--- config.mk ---
export PLATFORM = sky130hd
export DESIGN_NAME = edf_periodic_task_scheduler
export DESIGN_NICKNAME = d
export VERILOG_FILES = /design/src/rtl/edfs_pkg.sv /design/src/rtl/edf_periodic_task_scheduler.sv /design/src/rtl/edfs_job_mem.sv /design/src/rtl/edfs_param_mem.sv /design/src/rtl/edfs_slot_eval.sv
export SDC_FILE = /design/constraint.sdc
export NUM_CORES = 1
export LEC_CHECK = 0
export BUFFER_PORTS_ARGS = -buffer_cell sky130_fd_sc_hd__buf_4
export CORE_ASPECT_RATIO = 0.75
export CORE_MARGIN = 2
export CORE_UTILIZATION = 55
export DETAILED_ROUTE_END_ITERATION = 8
export PLACE_DENSITY = 0.71
export SLEW_MARGIN = 10
export SYNTH_ARGS = -nofsm -noshare
export SYNTH_HDL_FRONTEND = slang
export SYNTH_SLANG_ARGS = --single-unit
--- constraint.sdc ---
create_clock -name clock -period 9.15 [get_ports clock]
set_input_delay 0 -clock clock [delete_from_list [all_inputs] [get_ports clock]]
set_output_delay 0 -clock clock [all_outputs]
set_load 0.02 [all_outputs]
--- src/rtl/edfs_pkg.sv ---
// ----------------------------------------------------------------------------
// edfs_pkg: shared types and constants of the edf periodic task scheduler
// per-slot memory entry layouts, slot evaluation result and controller states
// ----------------------------------------------------------------------------
package edfs_pkg;

   localparam int MAX_TASKS_DEF = 8;

   localparam int TASK_COUNT_W = 4;
   localparam int TASK_INDEX_W = 3;
   localparam int WORD_W       = 16;
   localparam int TIME_W       = 32;

   localparam logic [TIME_W-1:0] KEY_BIAS = 32'h8000_0000;

   // dynamic per-slot job state, reads as zero until first written
   typedef struct packed {
      logic [WORD_W-1:0] phase;
      logic [WORD_W-1:0] remaining;
      logic [TIME_W-1:0] deadline;
   } job_entry_type;

   // static per-slot task parameters
   typedef struct packed {
      logic [WORD_W-1:0] burst;
      logic [WORD_W-1:0] rel_deadline;
      logic [WORD_W-1:0] period;
   } param_entry_type;

   // one slot after release, with its urgency key and next phase
   typedef struct packed {
      logic              has_work;
      logic [TIME_W-1:0] key;
      logic [WORD_W-1:0] phase_next;
      logic [WORD_W-1:0] remaining;
      logic [TIME_W-1:0] deadline;
   } slot_eval_type;

   typedef enum logic [1:0] {
      ST_IDLE,
      ST_SCAN,
      ST_DONE
   } sched_state_type;

endpackage

--- src/rtl/edf_periodic_task_scheduler.sv ---
// ----------------------------------------------------------------------------
// edf_periodic_task_scheduler: earliest-deadline-first periodic task scheduler
// per-slot state in two single-port-read memories, scanned one slot a cycle
// ----------------------------------------------------------------------------
// usage
//   request channel: a transaction is taken at a clock edge with start high
//   and busy low. req_mode 1 loads one slot (burst, relative deadline, period)
//   and clears its job; it is done in that cycle and gives no result.
//   req_mode 0 is one time tick and gives exactly one result.
//   result channel: rsp_strobe is high for one cycle with rsp_idle,
//   rsp_running_task and rsp_tick_time; the receiver cannot stall it.
//   csr channel: csr_task_count sets the number of active slots; csr_ready is
//   always high; write it only while busy is low.
// scan
//   a tick scans the active slots in order with one job/param memory read
//   per slot, the read of slot i+1 overlapping the write-back of slot i;
//   then the done state writes the chosen slot's decremented work and
//   shows the result.
// reset
//   synchronous; time, task count and all job state go to zero, the task
//   parameter tables stay unknown until loaded.
// ----------------------------------------------------------------------------
module edf_periodic_task_scheduler #(
   parameter int MAX_TASKS = edfs_pkg::MAX_TASKS_DEF
) (
   input  logic                                clock,
   input  logic                                reset,
   // request channel
   input  logic                                start,
   output logic                                busy,
   input  logic                                req_mode,
   input  logic [edfs_pkg::TASK_INDEX_W-1:0]   req_task_index,
   input  logic [edfs_pkg::WORD_W-1:0]         req_burst_length,
   input  logic [edfs_pkg::WORD_W-1:0]         req_relative_deadline,
   input  logic [edfs_pkg::WORD_W-1:0]         req_task_period,
   // result channel
   output logic                                rsp_strobe,
   output logic                                rsp_idle,
   output logic [edfs_pkg::TASK_INDEX_W-1:0]   rsp_running_task,
   output logic [edfs_pkg::TIME_W-1:0]         rsp_tick_time,
   // configuration channel
   input  logic                                csr_valid,
   output logic                                csr_ready,
   input  logic [edfs_pkg::TASK_COUNT_W-1:0]   csr_task_count
);
   import edfs_pkg::*;

   localparam int SLOT_W = (MAX_TASKS > 1) ? $clog2(MAX_TASKS) : 1;
   localparam int CNT_W  = $clog2(MAX_TASKS + 1);
   localparam logic [6:0] MAX7 = 7'(MAX_TASKS);

   // state
   sched_state_type   state_ff, state_in;
   logic [TIME_W-1:0] time_ff, time_in;
   logic [TASK_COUNT_W-1:0] task_count_ff;
   logic [CNT_W-1:0]  n_ff, n_in;           // active slots latched for this tick
   logic [CNT_W-1:0]  cur_ff, cur_in;       // slot whose read data is present
   logic              found_ff, found_in;
   logic [SLOT_W-1:0] pick_ff, pick_in;
   logic [TIME_W-1:0] best_key_ff, best_key_in;
   logic [WORD_W-1:0] best_phase_ff, best_phase_in;
   logic [WORD_W-1:0] best_rem_ff, best_rem_in;
   logic [TIME_W-1:0] best_dl_ff, best_dl_in;

   // memory ports
   logic              job_wr_en;
   logic [SLOT_W-1:0] job_wr_addr;
   job_entry_type     job_wr_data;
   job_entry_type     job_rd_data;
   logic              par_wr_en;
   logic [SLOT_W-1:0] rd_addr;
   param_entry_type   par_wr_data;
   param_entry_type   par_rd_data;
   slot_eval_type     slot;

   // helpers
   logic              accept;
   logic [6:0]        index7;
   logic [6:0]        count7;
   logic [CNT_W-1:0]  cur_next;
   logic [6:0]        pick7;
   logic [SLOT_W-1:0] load_addr;

   edfs_job_mem #(
      .DEPTH  (MAX_TASKS),
      .ADDR_W (SLOT_W)
   ) u_job_mem (
      .clock   (clock),
      .reset   (reset),
      .wr_en   (job_wr_en),
      .wr_addr (job_wr_addr),
      .wr_data (job_wr_data),
      .rd_addr (rd_addr),
      .rd_data (job_rd_data)
   );

   edfs_param_mem #(
      .DEPTH  (MAX_TASKS),
      .ADDR_W (SLOT_W)
   ) u_param_mem (
      .clock   (clock),
      .wr_en   (par_wr_en),
      .wr_addr (load_addr),
      .wr_data (par_wr_data),
      .rd_addr (rd_addr),
      .rd_data (par_rd_data)
   );

   edfs_slot_eval u_slot_eval (
      .job    (job_rd_data),
      .param  (par_rd_data),
      .now    (time_ff),
      .result (slot)
   );

   // configuration register, always ready
   assign csr_ready = 1'b1;

   always_ff @(posedge clock) begin
      if (reset) begin
         task_count_ff <= '0;
      end else if (csr_valid && csr_ready) begin
         task_count_ff <= csr_task_count;
      end
   end

   assign busy   = (state_ff != ST_IDLE);
   assign accept = start && !busy;

   assign index7    = 7'(req_task_index);
   assign load_addr = index7[SLOT_W-1:0];
   assign count7    = 7'(task_count_ff);
   assign cur_next  = cur_ff + CNT_W'(1);
   assign pick7     = 7'(pick_ff);

   assign par_wr_data.burst        = req_burst_length;
   assign par_wr_data.rel_deadline = req_relative_deadline;
   assign par_wr_data.period       = req_task_period;

   // controller: next state, scan bookkeeping and memory port control
   always_comb begin
      state_in      = state_ff;
      time_in       = time_ff;
      n_in          = n_ff;
      cur_in        = cur_ff;
      found_in      = found_ff;
      pick_in       = pick_ff;
      best_key_in   = best_key_ff;
      best_phase_in = best_phase_ff;
      best_rem_in   = best_rem_ff;
      best_dl_in    = best_dl_ff;

      job_wr_en   = 1'b0;
      job_wr_addr = load_addr;
      job_wr_data = '0;
      par_wr_en   = 1'b0;
      rd_addr     = '0;

      case (state_ff)
         ST_IDLE: begin
            if (accept) begin
               if (req_mode) begin
                  // load: slots beyond the table are dropped
                  if (index7 < MAX7) begin
                     par_wr_en = 1'b1;
                     job_wr_en = 1'b1;
                  end
               end else begin
                  n_in     = (count7 > MAX7) ? CNT_W'(MAX_TASKS) : count7[CNT_W-1:0];
                  cur_in   = '0;
                  found_in = 1'b0;
                  pick_in  = '0;
                  // slot 0 read issued here, data present next cycle
                  state_in = (n_in == '0) ? ST_DONE : ST_SCAN;
               end
            end
         end

         ST_SCAN: begin
            // write back the released job and advanced phase of this slot
            job_wr_en   = 1'b1;
            job_wr_addr = cur_ff[SLOT_W-1:0];
            job_wr_data.phase     = slot.phase_next;
            job_wr_data.remaining = slot.remaining;
            job_wr_data.deadline  = slot.deadline;

            if (slot.has_work && (!found_ff || (slot.key < best_key_ff))) begin
               found_in      = 1'b1;
               pick_in       = cur_ff[SLOT_W-1:0];
               best_key_in   = slot.key;
               best_phase_in = slot.phase_next;
               best_rem_in   = slot.remaining;
               best_dl_in    = slot.deadline;
            end

            rd_addr = cur_next[SLOT_W-1:0];
            cur_in  = cur_next;
            if (cur_next == n_ff) begin
               state_in = ST_DONE;
            end
         end

         ST_DONE: begin
            // the chosen slot runs one tick
            if (found_ff) begin
               job_wr_en   = 1'b1;
               job_wr_addr = pick_ff;
               job_wr_data.phase     = best_phase_ff;
               job_wr_data.remaining = best_rem_ff - 16'd1;
               job_wr_data.deadline  = best_dl_ff;
            end
            time_in  = time_ff + 32'd1;
            state_in = ST_IDLE;
         end

         default: begin
            state_in = ST_IDLE;
         end
      endcase
   end

   always_ff @(posedge clock) begin
      if (reset) begin
         state_ff <= ST_IDLE;
         time_ff  <= '0;
         n_ff     <= '0;
         cur_ff   <= '0;
         found_ff <= 1'b0;
         pick_ff  <= '0;
      end else begin
         state_ff <= state_in;
         time_ff  <= time_in;
         n_ff     <= n_in;
         cur_ff   <= cur_in;
         found_ff <= found_in;
         pick_ff  <= pick_in;
      end
   end

   // best-candidate payload
   always_ff @(posedge clock) begin
      best_key_ff   <= best_key_in;
      best_phase_ff <= best_phase_in;
      best_rem_ff   <= best_rem_in;
      best_dl_ff    <= best_dl_in;
   end

   // result transaction shown in the write-back cycle
   assign rsp_strobe       = (state_ff == ST_DONE);
   assign rsp_idle         = !found_ff;
   assign rsp_running_task = found_ff ? pick7[TASK_INDEX_W-1:0] : '0;
   assign rsp_tick_time    = time_ff;

endmodule

--- src/rtl/edfs_job_mem.sv ---
// ----------------------------------------------------------------------------
// edfs_job_mem: per-slot job state memory
// one write and one registered read port; per-entry valid bits make
// never-written entries read as zero after reset
// ----------------------------------------------------------------------------
module edfs_job_mem #(
   parameter int DEPTH  = edfs_pkg::MAX_TASKS_DEF,
   parameter int ADDR_W = 3
) (
   input  logic                   clock,
   input  logic                   reset,
   input  logic                   wr_en,
   input  logic [ADDR_W-1:0]      wr_addr,
   input  edfs_pkg::job_entry_type wr_data,
   input  logic [ADDR_W-1:0]      rd_addr,
   output edfs_pkg::job_entry_type rd_data
);
   import edfs_pkg::*;

   job_entry_type mem [DEPTH];
   logic [DEPTH-1:0] valid_ff;
   job_entry_type rd_data_ff;
   logic rd_valid_ff;

   always_ff @(posedge clock) begin
      if (wr_en) begin
         mem[wr_addr] <= wr_data;
      end
      rd_data_ff <= mem[rd_addr];
   end

   always_ff @(posedge clock) begin
      if (reset) begin
         valid_ff    <= '0;
         rd_valid_ff <= 1'b0;
      end else begin
         if (wr_en) begin
            valid_ff[wr_addr] <= 1'b1;
         end
         rd_valid_ff <= valid_ff[rd_addr];
      end
   end

   assign rd_data = rd_valid_ff ? rd_data_ff : '0;

endmodule

--- src/rtl/edfs_param_mem.sv ---
// ----------------------------------------------------------------------------
// edfs_param_mem: per-slot task parameter memory
// burst, relative deadline and period; one write, one registered read port
// ----------------------------------------------------------------------------
module edfs_param_mem #(
   parameter int DEPTH  = edfs_pkg::MAX_TASKS_DEF,
   parameter int ADDR_W = 3
) (
   input  logic                     clock,
   input  logic                     wr_en,
   input  logic [ADDR_W-1:0]        wr_addr,
   input  edfs_pkg::param_entry_type wr_data,
   input  logic [ADDR_W-1:0]        rd_addr,
   output edfs_pkg::param_entry_type rd_data
);
   import edfs_pkg::*;

   param_entry_type mem [DEPTH];

   always_ff @(posedge clock) begin
      if (wr_en) begin
         mem[wr_addr] <= wr_data;
      end
      rd_data <= mem[rd_addr];
   end

endmodule

--- src/rtl/edfs_slot_eval.sv ---
// ----------------------------------------------------------------------------
// edfs_slot_eval: release and urgency of one slot
// applies a job release at phase zero, forms the biased deadline key and
// the advanced period phase
// ----------------------------------------------------------------------------
module edfs_slot_eval (
   input  edfs_pkg::job_entry_type                  job,
   input  edfs_pkg::param_entry_type                param,
   input  logic [edfs_pkg::TIME_W-1:0]              now,
   output edfs_pkg::slot_eval_type                  result
);
   import edfs_pkg::*;

   logic              released;
   logic [TIME_W-1:0] distance;
   logic [WORD_W:0]   phase_inc;

   always_comb begin
      released  = (job.phase == '0);
      phase_inc = {1'b0, job.phase} + 17'd1;

      result.remaining = released ? param.burst : job.remaining;
      result.deadline  = released ? (now + {16'b0, param.rel_deadline}) : job.deadline;
      // on release the distance to the deadline is the relative deadline itself
      distance         = released ? {16'b0, param.rel_deadline} : (job.deadline - now);
      result.key       = distance ^ KEY_BIAS;
      result.has_work  = (result.remaining != '0);
      // period of zero behaves as period of one
      result.phase_next = (phase_inc >= {1'b0, param.period}) ? '0 : phase_inc[WORD_W-1:0];
   end

endmodule

==> metrics.txt <==
status=complete, no violations; peak fanout along the critical path=52; Layout Nets=between 3k and 4k; unrepaired setup endpoints after global routing=false; Power Total=around 14,000 uW; worst slew pin tran=between 1 and 1.5 ns; Fin Hold WS=around 0.064 ns; final core utilization=0.624; die height=between 200 and 300 um; largest net degree at the start of global routing=91; 1st-pass router iterations=5; CP Capture Type=flop; Slew Limit Headroom=0.217; warnings from Yosys=0; area occupied by multi-input gates=~0.014 mm^2; Yosys top cell area share=0.617; clk_lat worst skew=roughly 0.70 ns; post-synthesis register bit count=1,163; Post-synth EDFFs=between 900 and 1k; CTS HTree Levels=3; filler cell count in the final layout=roughly 6.4k; Hold Crit Class=in2reg; port buffer count=97; slowest CP cell=dfxtp_2; most frequent cells in the layout=edfxtp_1 (992), o21ai_0 (525), nand2_1 (287); first-pass GRT wire length=roughly 170,000 um; Chip Width=between 300 and 400 um; Final min period=6.69 ns; DRC violations left=0; placement row count=94; dominant cells by area after synthesis=edfxtp_1 (62%), dfxtp_1 (7.1%), o21ai_0 (5.4%), mux4_2 (5.4%), ha_1 (2.7%); initial antenna violation count=1; commonest non-fill, non-tap cell in the layout=edfxtp_1; setup_tns=0 ns; post-synthesis area per instance=around 14 um^2; share of flip-flops with an asynchronous set or reset=0; DRT Wirelength=about 110,000 um; Num CTS Buffers=roughly 110; VDD IR max=0.174 mV; sequential area share after synthesis=0.688; cells along the critical path=buf_4, and2_1, ha_1, a21oi_1, o21ai_0, a31o_2, a21oi_1, o22ai_1, o31a_2, o32ai_2, mux2i_1, ha_1, nand4_1, nor3_1, nand3_1, o22ai_1, a211o_1, o31ai_1, and3_4, buf_4; GRT Util Overall=0.251; Hold Fails Final Rpt=0; leading area contributor after synthesis=edfxtp_1; Critical Path Start Type=flop; layout cell share with drive strength beyond 1=0.129; TritonCTS clock tree=done; Pleak=between 0.015 and 0.02 uW; Most used DFF post-synth=edfxtp_1; synth unique cells=between 70 and 80; die area=between 0.09 and 0.1 mm^2; WL per Instance=about 23 um; total area of sequential cells=approximately 0.033 mm^2; max-cap check violation count=0; Gate Count Post-Synth=about 3.4k; Core Area=~0.087 mm^2; initial DRC count=about 3.3k; area grow syn2layout=12.9%; Final HPWL DP=about 68,000 um; DP Cell Count=between 4k and 5k; Final Cycle Share=0.731; vias in the first global route=approximately 28k; Slowest Stage Delay on Critical Path=approximately 0.56 ns; Pins Over Slew Limit=0; CTS Buffer Depth=3; Final ANT Viol Nets=0; clock tree root driver cell=clkbuf_16; placer congestion estimate=about 0.94; CTS sink count=1,163; power density cells=251 mW/mm^2; Via Count=roughly 29k; Post-Layout Cell Count=just under 5k; Reg clk slew, reported paths=approximately 0.060 ns; f_max=0.149 GHz; critical path class=reg2reg; CP Data Required Time=approximately 9.5 ns; Syn Nets=about 3.6k; setup bufs post-CTS=0; grt total ovfl=0; area of the mapped netlist=0.0483 mm^2; IO Pins=99; drt via density=between 6 and 7; initial core utilization=0.553; Clock Skews=approximately 0.05 ns; setup violators final=0; worst path arrival time=between 6 and 7 ns
-- critical path, delay by kind of cell, from the launching register on --
| kind | cells | cell delay (ns) |
|---|---|---|
| AO/OA/AOI/OAI | 10 | 2.39 |
| AND/OR/NAND/NOR | 5 | 1.27 |
| buffers and inverters | 2 | 1.09 |
| adder cells (fa/ha/maj) | 2 | 0.63 |
| flip-flops | 1 | 0.56 |
| multiplexers | 1 | 0.28 |
-- state kept, by name, indices dropped and copies added (netlist names) --
signal,flops
best_rem_ff,16
cur_ff,4
u_job_mem.rd_data_ff,64
state_ff,2
pick_ff,3
n_ff,4
rsp_tick_time,32
u_job_mem.valid_ff,8
task_count_ff,4
best_key_ff,32
best_phase_ff,16
u_param_mem.mem,384
u_job_mem.rd_valid_ff,1
best_dl_ff,32
u_param_mem.rd_data,48
u_job_mem.mem,512
found_ff,1
-- cell families after synthesis --
logic type / Yosys count / share of synthesized area
other: 1 / 0.0000777
muxes: 241 / 0.0801
and+or+nand+nor: 742 / 0.0719
buffers and inverters: 298 / 0.0244
adders and majority gates: 105 / 0.0275
xor gates and xnor gates: 104 / 0.0189
AOI/OAI and AO/OA: 770 / 0.0895
DFF: 1163 / 0.688
-- Yosys cell counts, types with 79 or more instances --
master      n
inv_1     117
nand2_1   289
clkbuf_1  118
dfxtp_1   171
mux4_2    116
a21oi_1    90
nor2_1    145
mux2i_1   120
edfxtp_1  992
ha_1      103
nand3_1    79
o21ai_0   525
-- routing by layer --
metal	routed length (um)	up-vias	global-route usage
li1	-	13200	-
met1	50400	14400	0.381
met2	49700	1148	0.378
met3	9700	150	0.0515
met4	2250	0	0.0586
met5	0	-	0
-- cell type report --
| class | instances | area share |
|---|---|---|
| Tap cell | 1152 | 0.0264 |
| Inverter | 119 | 0.00819 |
| Clock buffer | 141 | 0.0525 |
| Clock inverter | 59 | 0.0127 |
| Sequential cell | 1163 | 0.609 |
| Timing Repair Buffer | 209 | 0.0323 |
| Multi-Input combinational cell | 1963 | 0.258 |
| Antenna cell | 1 | 0.0000459 |
-- through the flow --
step / area, um^2 / worst slack [ns]
5_1_grt: 54500 / 2.07
3_3_place_gp: 50300 / 2.81
3_5_place_dp: 50300 / 2.64
4_1_cts: 54500 / 2.58
6_report: 54500 / 2.46
2_1_floorplan: 48300 / 1.98
-- report_power, final --
part / leakage, uW / total [uW] / switching [uW] / internal (uW)
registers: 0.0107 / 6560 / 201 / 6360
clock network: 0.00172 / 4460 / 1950 / 2510
logic: 0.00637 / 2650 / 1700 / 946
-- path summary, 6_finish.rpt --
kind | from | end | slack [ns] | cells past startpoint
worst min-delay path | req_task_period[9] | u_param_mem.mem[0][9] | 0.06 | 2
worst max-delay path | u_job_mem.rd_valid_ff | best_dl_ff[28] | 2.46 | 20
worst min register to register | u_job_mem.valid_ff[2] | u_job_mem.valid_ff[2] | 0.48 | 2
worst max register to register | u_job_mem.rd_valid_ff | best_dl_ff[28] | 2.46 | 20
-- repair_timing --
| item | in CTS | in global routing |
|---|---|---|
| hold endpoints to repair | 520 | 0 |
| gates resized for setup | 0 | 0 |
| hold buffers | 66 | 0 |
(Power assumes the default switching activity.)
